**src/sv/dad_pkg.sv**
```systemverilog
// ----------------------------------------------------------------------------
// dad_pkg
// Shared widths, month table and year tracker control for the date adder.
// ----------------------------------------------------------------------------
`default_nettype none

package dad_pkg;

  localparam int YEAR_W  = 14;
  localparam int MONTH_W = 4;
  localparam int DAY_W   = 5;
  localparam int DAYS_W  = 16;
  localparam int ACC_W   = DAYS_W + 1;
  localparam int DIFF_W  = ACC_W + 1;

  localparam logic [MONTH_W-1:0] MONTH_JAN = 4'd1;
  localparam logic [MONTH_W-1:0] MONTH_FEB = 4'd2;
  localparam logic [MONTH_W-1:0] MONTH_DEC = 4'd12;

  localparam logic [DAY_W-1:0] FEB_LEAP_LEN = 5'd29;

  localparam logic [DAY_W-1:0] MONTH_LEN [16] = '{
    5'd31, 5'd31, 5'd28, 5'd31, 5'd30, 5'd31, 5'd30, 5'd31,
    5'd31, 5'd30, 5'd31, 5'd30, 5'd31, 5'd31, 5'd31, 5'd31
  };

  typedef struct packed {
    logic load;
    logic split;
    logic fold;
    logic adv;
  } yr_ctl_t;

  function automatic logic [DAY_W-1:0] month_len(input logic [MONTH_W-1:0] m,
                                                 input logic leap);
    logic [DAY_W-1:0] len;
    len = MONTH_LEN[m];
    if (m == MONTH_FEB && leap) begin
      len = FEB_LEAP_LEN;
    end
    return len;
  endfunction

endpackage

`default_nettype wire

```
**src/sv/dad_if.sv**
```systemverilog
// ----------------------------------------------------------------------------
// dad_if
// Valid/ready channels carrying a start date beat and a result date beat.
// ----------------------------------------------------------------------------
`default_nettype none

interface dad_in_if;
  logic                            valid;
  logic                            ready;
  logic [dad_pkg::YEAR_W-1:0]      start_year;
  logic [dad_pkg::MONTH_W-1:0]     start_month;
  logic [dad_pkg::DAY_W-1:0]       start_day;
  logic [dad_pkg::DAYS_W-1:0]      days_to_add;

  modport source (output valid, start_year, start_month, start_day, days_to_add,
                  input ready);
  modport sink   (input valid, start_year, start_month, start_day, days_to_add,
                  output ready);
endinterface

interface dad_out_if;
  logic                            valid;
  logic                            ready;
  logic [dad_pkg::YEAR_W-1:0]      end_year;
  logic [dad_pkg::MONTH_W-1:0]     end_month;
  logic [dad_pkg::DAY_W-1:0]       end_day;

  modport source (output valid, end_year, end_month, end_day, input ready);
  modport sink   (input valid, end_year, end_month, end_day, output ready);
endinterface

`default_nettype wire

```
**src/sv/dad_year_trk.sv**
```systemverilog
// ----------------------------------------------------------------------------
// dad_year_trk
// Year register with running year-of-century and century-mod-4 counters
// that give the leap flag without a divider.
// ----------------------------------------------------------------------------
`default_nettype none

module dad_year_trk (
  input  wire logic                          clk,
  input  wire dad_pkg::yr_ctl_t              ctl,
  input  wire logic [dad_pkg::YEAR_W-1:0]    load_year,
  output logic      [dad_pkg::YEAR_W-1:0]    year,
  output logic      [dad_pkg::YEAR_W-1:0]    year_next,
  output logic                               leap
);

  localparam logic [12:0] RECIP_100 = 13'd5243;
  localparam int          RECIP_SH  = 19;
  localparam logic [6:0]  CENT_LAST = 7'd99;
  localparam logic [13:0] CENT      = 14'd100;
  localparam logic [13:0] YEAR_LAST = '1;

  logic [26:0] prod;
  logic [7:0]  quot;
  logic [13:0] quot_x100;
  logic [6:0]  ymod;
  logic [1:0]  cmod;

  assign prod      = 27'(year) * 27'(RECIP_100);
  assign quot_x100 = 14'(quot) * CENT;
  assign year_next = year + 14'd1;
  assign leap      = ((ymod[1:0] == 2'd0) && (ymod != 7'd0)) ||
                     ((ymod == 7'd0) && (cmod == 2'd0));

  always_ff @(posedge clk) begin
    if (ctl.load) begin
      year <= load_year;
    end else if (ctl.adv) begin
      year <= year_next;
    end
    if (ctl.split) begin
      quot <= prod[RECIP_SH+7:RECIP_SH];
    end
    if (ctl.fold) begin
      ymod <= 7'(year - quot_x100);
      cmod <= quot[1:0];
    end else if (ctl.adv) begin
      if (year == YEAR_LAST) begin
        ymod <= 7'd0;
        cmod <= 2'd0;
      end else if (ymod == CENT_LAST) begin
        ymod <= 7'd0;
        cmod <= cmod + 2'd1;
      end else begin
        ymod <= ymod + 7'd1;
      end
    end
  end

endmodule

`default_nettype wire

```
**src/sv/dad_step.sv**
```systemverilog
// ----------------------------------------------------------------------------
// dad_step
// Shared subtract/compare unit: remaining days minus one month length.
// ----------------------------------------------------------------------------
`default_nettype none

module dad_step (
  input  wire logic        [dad_pkg::ACC_W-1:0]  acc,
  input  wire logic        [dad_pkg::DAY_W-1:0]  len,
  output logic signed      [dad_pkg::DIFF_W-1:0] diff,
  output logic                                   fits
);

  localparam int DIFF_W = dad_pkg::DIFF_W;

  assign diff = $signed({1'b0, acc}) - $signed(DIFF_W'(len));
  assign fits = diff[dad_pkg::DIFF_W-1] || (diff == '0);

endmodule

`default_nettype wire

```
**src/sv/date_add_days_core.sv**
```systemverilog
// ----------------------------------------------------------------------------
// date_add_days_core
// Gregorian date plus day count, walked one month per cycle.
// Sequence: an accepted beat goes through the split and fold states to a first
//   compare in the start month, then through one walk step per month boundary crossed.
// Throughput: one beat at a time; the next beat is taken the cycle after the
//   result is issued, and the month walk through the shared unit sets the rate.
// Reset: synchronous active-high rst empties the sequencer and output stage.
// ----------------------------------------------------------------------------
`default_nettype none

module date_add_days_core (
  input  wire logic clk,
  input  wire logic rst,
  dad_in_if.sink    req,
  dad_out_if.source rsp
);

  localparam logic [2:0] S_IDLE  = 3'd0;
  localparam logic [2:0] S_SPLIT = 3'd1;
  localparam logic [2:0] S_FOLD  = 3'd2;
  localparam logic [2:0] S_FIRST = 3'd3;
  localparam logic [2:0] S_WALK  = 3'd4;

  logic [2:0]                           state;
  logic [2:0]                           state_next;
  logic [dad_pkg::MONTH_W-1:0]          month;
  logic [dad_pkg::ACC_W-1:0]            acc;
  logic                                 out_valid;
  logic [dad_pkg::YEAR_W-1:0]           out_year;
  logic [dad_pkg::MONTH_W-1:0]          out_month;
  logic [dad_pkg::DAY_W-1:0]            out_day;

  dad_pkg::yr_ctl_t                     yctl;
  logic [dad_pkg::YEAR_W-1:0]           year;
  logic [dad_pkg::YEAR_W-1:0]           year_next;
  logic                                 leap;

  logic                                 accept;
  logic                                 wrap;
  logic [dad_pkg::MONTH_W-1:0]          month_nxt;
  logic [dad_pkg::MONTH_W-1:0]          month_sel;
  logic [dad_pkg::DAY_W-1:0]            len;
  logic signed [dad_pkg::DIFF_W-1:0]    diff;
  logic                                 fits;
  logic                                 room;
  logic                                 emit;
  logic                                 step;

  assign req.ready     = (state == S_IDLE) && !rst;
  assign accept        = req.valid && req.ready;
  assign rsp.valid     = out_valid;
  assign rsp.end_year  = out_year;
  assign rsp.end_month = out_month;
  assign rsp.end_day   = out_day;

  assign wrap      = (month >= dad_pkg::MONTH_DEC);
  assign month_nxt = wrap ? dad_pkg::MONTH_JAN : month + 4'd1;
  assign month_sel = (state == S_WALK) ? month_nxt : month;
  assign len       = dad_pkg::month_len(month_sel, leap);
  assign room      = !out_valid || rsp.ready;
  assign emit      = ((state == S_FIRST) || (state == S_WALK)) && fits && room;
  assign step      = ((state == S_FIRST) || (state == S_WALK)) && !fits;

  assign yctl.load  = accept;
  assign yctl.split = (state == S_SPLIT);
  assign yctl.fold  = (state == S_FOLD);
  assign yctl.adv   = (state == S_WALK) && !fits && wrap;

  dad_year_trk u_year (
    .clk       (clk),
    .ctl       (yctl),
    .load_year (req.start_year),
    .year      (year),
    .year_next (year_next),
    .leap      (leap)
  );

  dad_step u_step (
    .acc  (acc),
    .len  (len),
    .diff (diff),
    .fits (fits)
  );

  always_comb begin
    state_next = state;
    case (state)
      S_IDLE:  if (accept) state_next = S_SPLIT;
      S_SPLIT: state_next = S_FOLD;
      S_FOLD:  state_next = S_FIRST;
      S_FIRST: begin
        if (emit) begin
          state_next = S_IDLE;
        end else if (step) begin
          state_next = S_WALK;
        end
      end
      S_WALK:  if (emit) state_next = S_IDLE;
      default: state_next = S_IDLE;
    endcase
  end

  always_ff @(posedge clk) begin
    if (rst) begin
      state     <= S_IDLE;
      out_valid <= 1'b0;
    end else begin
      state <= state_next;
      if (emit) begin
        out_valid <= 1'b1;
      end else if (rsp.ready) begin
        out_valid <= 1'b0;
      end
    end
  end

  always_ff @(posedge clk) begin
    if (accept) begin
      month <= req.start_month;
      acc   <= dad_pkg::ACC_W'(req.days_to_add) + dad_pkg::ACC_W'(req.start_day);
    end else if (step) begin
      acc <= diff[dad_pkg::ACC_W-1:0];
      if (state == S_WALK) begin
        month <= month_nxt;
      end
    end
    if (emit) begin
      out_day <= acc[dad_pkg::DAY_W-1:0];
      if (state == S_WALK) begin
        out_year  <= wrap ? year_next : year;
        out_month <= month_nxt;
      end else begin
        out_year  <= year;
        out_month <= month;
      end
    end
  end

endmodule

`default_nettype wire

```
**src/flat_wrapper.sv**
```systemverilog
// flat-port wrapper written by rule: the top's interface ports become plain ports
module date_add_days_core_flat 
  (clk, rst, req_valid, req_start_year, req_start_month, req_start_day, req_days_to_add, req_ready, rsp_valid, rsp_end_year, rsp_end_month, rsp_end_day, rsp_ready);
  dad_in_if req_i ();
  dad_out_if rsp_i ();
  input  wire logic clk;
  input  wire logic rst;
  input wire logic [$bits(req_i.valid)-1:0] req_valid;
  input wire logic [$bits(req_i.start_year)-1:0] req_start_year;
  input wire logic [$bits(req_i.start_month)-1:0] req_start_month;
  input wire logic [$bits(req_i.start_day)-1:0] req_start_day;
  input wire logic [$bits(req_i.days_to_add)-1:0] req_days_to_add;
  output wire logic [$bits(req_i.ready)-1:0] req_ready;
  output wire logic [$bits(rsp_i.valid)-1:0] rsp_valid;
  output wire logic [$bits(rsp_i.end_year)-1:0] rsp_end_year;
  output wire logic [$bits(rsp_i.end_month)-1:0] rsp_end_month;
  output wire logic [$bits(rsp_i.end_day)-1:0] rsp_end_day;
  input wire logic [$bits(rsp_i.ready)-1:0] rsp_ready;
  assign req_i.valid = req_valid;
  assign req_i.start_year = req_start_year;
  assign req_i.start_month = req_start_month;
  assign req_i.start_day = req_start_day;
  assign req_i.days_to_add = req_days_to_add;
  assign req_ready = req_i.ready;
  assign rsp_valid = rsp_i.valid;
  assign rsp_end_year = rsp_i.end_year;
  assign rsp_end_month = rsp_i.end_month;
  assign rsp_end_day = rsp_i.end_day;
  assign rsp_i.ready = rsp_ready;
  date_add_days_core u_core (.clk(clk), .rst(rst), .req(req_i), .rsp(rsp_i));
endmodule
```
**config.mk**
```make
export PLATFORM = sky130hd
export DESIGN_NAME = date_add_days_core_flat
export DESIGN_NICKNAME = d
export VERILOG_FILES = /design/src/sv/dad_pkg.sv /design/src/sv/dad_if.sv /design/src/sv/dad_year_trk.sv /design/src/sv/dad_step.sv /design/src/sv/date_add_days_core.sv /design/src/flat_wrapper.sv
export SDC_FILE = /design/constraint.sdc
export NUM_CORES = 1
export LEC_CHECK = 0
export BUFFER_PORTS_ARGS = -buffer_cell sky130_fd_sc_hd__clkbuf_2
export CORE_UTILIZATION = 50
export CTS_CLUSTER_SIZE = 28
export DETAILED_ROUTE_END_ITERATION = 6
export PLACE_DENSITY = 0.71
export SLEW_MARGIN = 20
export SYNTH_ARGS = -nofsm -noshare
export SYNTH_HDL_FRONTEND = slang
export SYNTH_SLANG_ARGS = --single-unit
```
**constraint.sdc**
```tcl
create_clock -name clk -period 6.2 [get_ports clk]
set_input_delay 1.24 -clock clk [delete_from_list [all_inputs] [get_ports clk]]
set_output_delay 1.24 -clock clk [all_outputs]
set_load 0.05 [all_outputs]
```
==> results.yml, run 1 <==
worst_setup_path:
  path_max_fanout: 14
  critical-path-slowest-cell: "a211oi_4"
  cp-end-kind: "flop"
  rr_worst_depth: 16
  crit_arrival_ps: 5200
  crit_type: "flop to flop"
  crit_chain: "nor2_1 -> and2_1 -> nand2_1 -> mux2i_1 -> nor3_1 -> a31oi_1 -> ha_1 -> inv_1 -> fa_1 -> and4_1 -> o41a_1 -> or3_1 -> nor4_1 -> nand3_1 -> a211oi_4 -> buf_4"
  start_kind: "flop"
  slowest_delay_ps: 570
  cp.required_ps: 6230
route:
  wl_per_cell_um: 16.17
  drt_iter0_markers: 339
  routed_wl_um: 16680
  ant_nets: 0
  drc_errors: 0
  dr.pass1.iters: 5
  viasPerCell: 5.405
  vias: 5578
cts:
  cts_buffers: 9
  clockBufferDepth: 2
  cts_root_buf: "clkbuf_16"
  cts_setup_buffers: 0
  cts_tree: "done"
  clkSinkCount: 76
  post_cts_resized: 0
  cts_max_level: 3
  hold_buffers: 0
  insertion_delay_ps: 340
  path_clk_slew_ps: 50
global_routing:
  grt_util_met3_pct: 3.754
  grt_pass1_vias: 5453
  antenna_found_initial: 0
  grt_max_degree: 31
  top_usage_layer: "met2"
  grt_use_total_pct: 22.50
  grt_overflow: 0
  grt_first_pass_wirelength_um: 27710
  grtUsageMet2_pct: 36.89
  gr-usage-met1_pct: 31.33
die:
  die_w_um: 126.8
  rows: 45
  core_sq_um: 15200
  boundaryPins: 68
  fp.dieArea_sq_um: 16080
  fp.dieH_um: 126.8
  start_util_pct: 51.22
synth:
  syn_area_per_cell_sq_um: 9.982
  syn_area_sq_um: 7786
  synthTopCellsByArea: "edfxtp_1, ha_1, fa_1, inv_1, xnor2_1"
  synthArstFlopShare_pct: 0
  synth.mux.area_fraction_pct: 0.5142
  synth_nets: 1000
  synth-compound-area-share_pct: 9.256
  syn_inst: 780
  yosys.area_share.simple_pct: 11.54
  synth.distinct_cells: 54
  synth_adder_area_share_pct: 34.71
  synth_top_family_by_area: "adder cells"
  synthFlopType: "edfxtp_1"
  synth_top_cell_area_share_pct: 27.77
  ys_seq_area_share_pct: 28.80
  synth_top_area_cell: "edfxtp_1"
  synth-xor-area-share_pct: 7.649
  yosys_warnings: 0
  ys_ff_latch: 76
  synth_edf_count: 72
power_and_ir_drop:
  total_power_mw: 2.635
  leakage_nw: 3.818
  powerDensity_nw_per_um2: 307.5
  peakVddDrop_uv: 189.5
final_layout:
  stdcell_area_sq_um: 8571
  layout-drive-gt1-share_pct: 10.55
  antenna_cells: 0
  area_growth_pct: 10.08
  final_nets: 1060
status:
  status: "finished clean"
placement:
  placed_cell_area_sq_um: 8300
  io_buffers: 67
  gp_congestion: 0.8675
  dp_hpwl_um: 13810
flow_run:
  max-cap-violations: 0
timing:
  setup_tns_ps: 0
  worst_slew_pin_slew_ps: 1011
  slew_violations: 0
  grt_setup_unrepaired: "no"
  slew_headroom_pct: 31.87
  finalCritPeriodShare_pct: 83.33
  hold_viol_final: 0
  fin_skew_ps: 8.516
  hold_slack_ps: 453.0
  fmax_ghz: 0.1936
  setup_viol: 0
  min_period_ps: 5166
hold_path:
  hold_depth: 0
  hold_class: "flop to flop"
[final timing paths]
path / endpoint / from / slack [ps]
max reg2reg: u_core.rsp.end_year[0] / u_core.state[0] / 1030
max: u_core.rsp.end_year[0] / u_core.state[0] / 1030
min: u_core.rsp.end_day[0] / u_core.acc[0] / 450
min reg2reg: u_core.rsp.end_day[0] / u_core.acc[0] / 450
[per-stage QoR]
step	cells	setup WS, ps	utilization, %
2_1_floorplan	780	437.6	-
3_3_place_gp	1017	1193	54.60
3_5_place_dp	1017	1053	54.60
4_1_cts	1032	1041	56.30
5_1_grt	1032	551.7	56.38
6_report	1032	1034	56.38
[state kept, by name, summed over array words and instances (netlist names)]
| register | cells |
|---|---|
| u_core.u_year.quot | 5 |
| u_core.u_year.cmod | 2 |
| u_core.rsp.end_day | 5 |
| u_core.rsp.end_month | 4 |
| u_core.u_year.year | 14 |
| u_core.rsp.valid | 1 |
| u_core.u_year.ymod | 7 |
| u_core.state | 3 |
| u_core.acc | 17 |
| u_core.rsp.end_year | 14 |
| u_core.month | 4 |
[layout make-up]
cell class,count,area (sq um)
Timing Repair Buffer,70,357.8
Clock buffer,15,257.7
Multi-Input combinational cell,552,4986
Tap cell,188,235.2
Sequential cell,76,2242
Inverter,131,491.7
Fill cell,1307,6631
[cell families after synthesis]
group / Yosys count
flip-flops: 76
buffers and inverters: 152
multiplexers: 4
AO/OA/AOI/OAI: 116
AND/OR/NAND/NOR: 187
adder cells (fa/ha/maj): 177
XOR/XNOR: 68
[metal layers]
layer  part of all wire [%]  wire, um  vias up
met1                     46      7705     2641
met2                     48      7933      152
met4                    1.3       214        0
li1                       -         -     2765
met3                    5.0       831       20
met5                      0         0        -
[synthesized netlist by cell type, drive strengths merged, types with 2 or more instances]
master   number
edfxtp       72
and2          3
mux2i         4
xor2         21
o2111ai       4
or4b          2
nor4          3
nand3        21
a211oi        4
o211ai        3
or3           5
a21boi        2
nand2b        5
o21ai        44
and4          3
nor3b         3
and3          3
nor2         46
clkbuf       18
inv         131
o21a          2
nand4        11
or2           2
nor2b         7
o41ai         2
ha          112
nand2        59
o221ai        2
a31oi         5
fa           65
a21oi        23
nor3         11
a21o          7
xnor2        47
dfxtp         4
o32ai         2
o22ai         7
buf           3
or4           2
[report_power, final]
group          internal, mW  switching, mW
clock network         0.280          0.189
registers             0.647         0.0643
logic                 0.650          0.804
[worst max-delay path: cells and delay by family, from the launching register on]
family	cells	cell delay, ps
and+or+nand+nor	8	1830
adders and majority gates	2	640
AOI/OAI and AO/OA	3	1160
muxes	1	360
DFF	1	470
buffers and inverters	2	380
[placed cells by master (no fill, tap or decap), types with 4 or more instances in the layout]
cell       synthesis  routed
fa_1              65      65
nor3_1            11      11
mux2i_1            4       4
clkbuf_2           0      67
clkbuf_16          0       9
xnor2_1           47      47
nand3_1           21      21
nand2b_1           5       5
nor2_1            46      46
clkbuf_1          18       5
edfxtp_1          72      72
inv_1            131     131
o2111ai_1          4       4
a21o_1             7       7
a31oi_1            5       5
nand2_1           59      59
dfxtp_1            4       4
ha_1             112     112
o22ai_1            7       7
xor2_1            21      21
nor2b_1            7       7
or3_1              5       5
nand4_1           11      11
a21oi_1           23      23
o21ai_0           42      41
Power figures use the tool's default switching activity.
==> run 2: changes to the inputs <==
- ABC_AREA: not set -> 1
- clock period: 6.2 -> 4.3 ns (I/O delays scaled with it)
==> results.yml, run 2 <==
global_routing:
  grt_max_degree: 34
  grt_overflow: 0
  grt_use_total_pct: 24.00
  antenna_found_initial: 0
  grt_pass1_vias: 6189
  grt_first_pass_wirelength_um: 29750
route:
  dr.pass1.iters: 6
  vias: 6310
  routed_wl_um: 18740
  wl_per_cell_um: 15.08
  ant_nets: 0
  drt_iter0_markers: 372
  drc_errors: 0
  viasPerCell: 5.076
status:
  status: "finished with violations"
  violations: "setup timing"
die:
  die_w_um: 127.6
  core_sq_um: 15310
  start_util_pct: 51.48
  boundaryPins: 68
  fp.dieH_um: 127.6
  rows: 45
  fp.dieArea_sq_um: 16270
synth:
  synthArstFlopShare_pct: 0
  ys_ff_latch: 76
  syn_area_per_cell_sq_um: 9.062
  ys_seq_area_share_pct: 28.44
  synthFlopType: "edfxtp_1"
  synth_top_cell_area_share_pct: 27.42
  synth_edf_count: 72
  yosysMostFrequentCell: "inv_1"
  synthTopCellsByArea: "edfxtp_1, ha_1, fa_1, inv_1, nand2_1"
  syn_area_sq_um: 7884
  synth.distinct_cells: 47
  synth_nets: 1090
  yosys-top-cells-count: "inv_1, nand2_1, ha_1"
  yosys_warnings: 0
  syn_inst: 870
  synth_top_area_cell: "edfxtp_1"
final_layout:
  final_nets: 1247
  multi_input_area_sq_um: 5269
  area_growth_pct: 24.98
  regArea_sq_um: 2242
  largest_reg_flops: 17
  antenna_cells: 0
  layout_commonest_cell: "nand2_1"
  largest_register: "u_core.acc"
  most-common-layout-cells: "nand2_1, inv_1, ha_1"
  instances_no_fill: 1243
  nFillCells: 1215
  layout-drive-gt1-share_pct: 25.58
timing:
  fmax_ghz: 0.2240
  fin_skew_ps: 9.307
  worst_slack_ps: -164.4
  worst_slew_pin_slew_ps: 661.4
  grt_setup_unrepaired: "yes"
  setup_viol: 5
  finalCritPeriodShare_pct: 103.8
  slew_headroom_pct: 55.74
  min_period_ps: 4464
  hold_slack_ps: 469.9
  slew_violations: 0
  setup_tns_ps: -328.7
  hold_viol_final: 0
worst_setup_path:
  cp-end-kind: "flop"
  path_max_fanout: 5
  crit_type: "flop to flop"
  crit_arrival_ps: 4570
  cp.required_ps: 4400
  start_kind: "flop"
cts:
  insertion_delay_ps: 350
  cts_buffers: 9
  cts_tree: "done"
  clockBufferDepth: 2
  cts_max_level: 3
  path_clk_slew_ps: 70
  cts_root_buf: "clkbuf_16"
  clkSinkCount: 76
placement:
  io_buffers: 67
  dp_hpwl_um: 14960
  placed_cells: 1210
  gp_congestion: 0.8815
hold_path:
  hold_class: "flop to flop"
flow_run:
  max-cap-violations: 0
-- run 2: layout make-up --
cell class / count / share of cell area [%]
Clock inverter: 7 / 1.486
Tap cell: 211 / 2.679
Sequential cell: 76 / 22.76
Clock buffer: 9 / 2.286
Multi-Input combinational cell: 607 / 53.47
Timing Repair Buffer: 157 / 10.62
Inverter: 176 / 6.705
-- run 2: repair_timing --
item | in CTS | in global routing
buffers inserted | 7 | 11
endpoints found under the setup margin | 5 | 74
hold buffers | 0 | 0
pin swaps | 27 | 41
gates resized for setup | 20 | 50
-- run 2: logic make-up (layout without fill, tap and decap cells) --
logic type | count (synthesis) | in the layout | share of synthesized area, %
AO/OA/AOI/OAI | 100 | 100 | 7.285
XOR/XNOR | 40 | 40 | 4.444
adder cells (fa/ha/maj) | 177 | 177 | 34.28
buffers and inverters | 187 | 349 | 9.014
flip-flops | 76 | 76 | 28.44
AND/OR/NAND/NOR | 290 | 290 | 16.54
-- run 2: path summary, 6_finish.rpt --
check	start	end	slack (ps)	cells past startpoint
max	u_core.u_year.year[5]	u_core.u_year.quot[3]	-160	18
min	u_core.acc[0]	u_core.rsp.end_day[0]	470	0
max reg2reg	u_core.u_year.year[5]	u_core.u_year.quot[3]	-160	18
min reg2reg	u_core.acc[0]	u_core.rsp.end_day[0]	470	0
-- run 2: per-stage QoR --
stage	util, %	area, sq um	setup WS, ps
after floorplan	-	7943	5.580
after global placement	59.11	9052	-115.3
after detailed placement	59.11	9052	-194.3
after CTS	62.47	9567	-91.06
after global routing	64.34	9853	-329.8
final	64.34	9853	-164.4
-- run 2: critical path: stages, from the launching register on --
cell	delay [ps]
edfxtp_1	530
buf_4	200
fa_1	550
ha_1	160
inv_1	70
fa_1	540
inv_1	50
fa_1	450
fa_1	540
ha_4	220
a21oi_1	180
o21ai_2	80
a21oi_1	140
o21bai_1	110
nand2_1	90
nand2_2	60
nand2_1	60
nand2_1	60
xor2_1	130
-- run 2: metal layers --
metal  vias to the layer above  global-route usage (%)  share of wire, %  wire length, um
met4                         0                   8.235               1.9              364
met2                       145                   41.43                50             9437
met1                      2990                   30.49                44             8173
met5                         -                       0                 0                0
li1                       3143                       -                 -                -
met3                        32                   4.104               4.1              767
Power of run 2 is not shown: default switching activity piles up to over one toggle a cycle in this logic, so the estimate is an artifact.
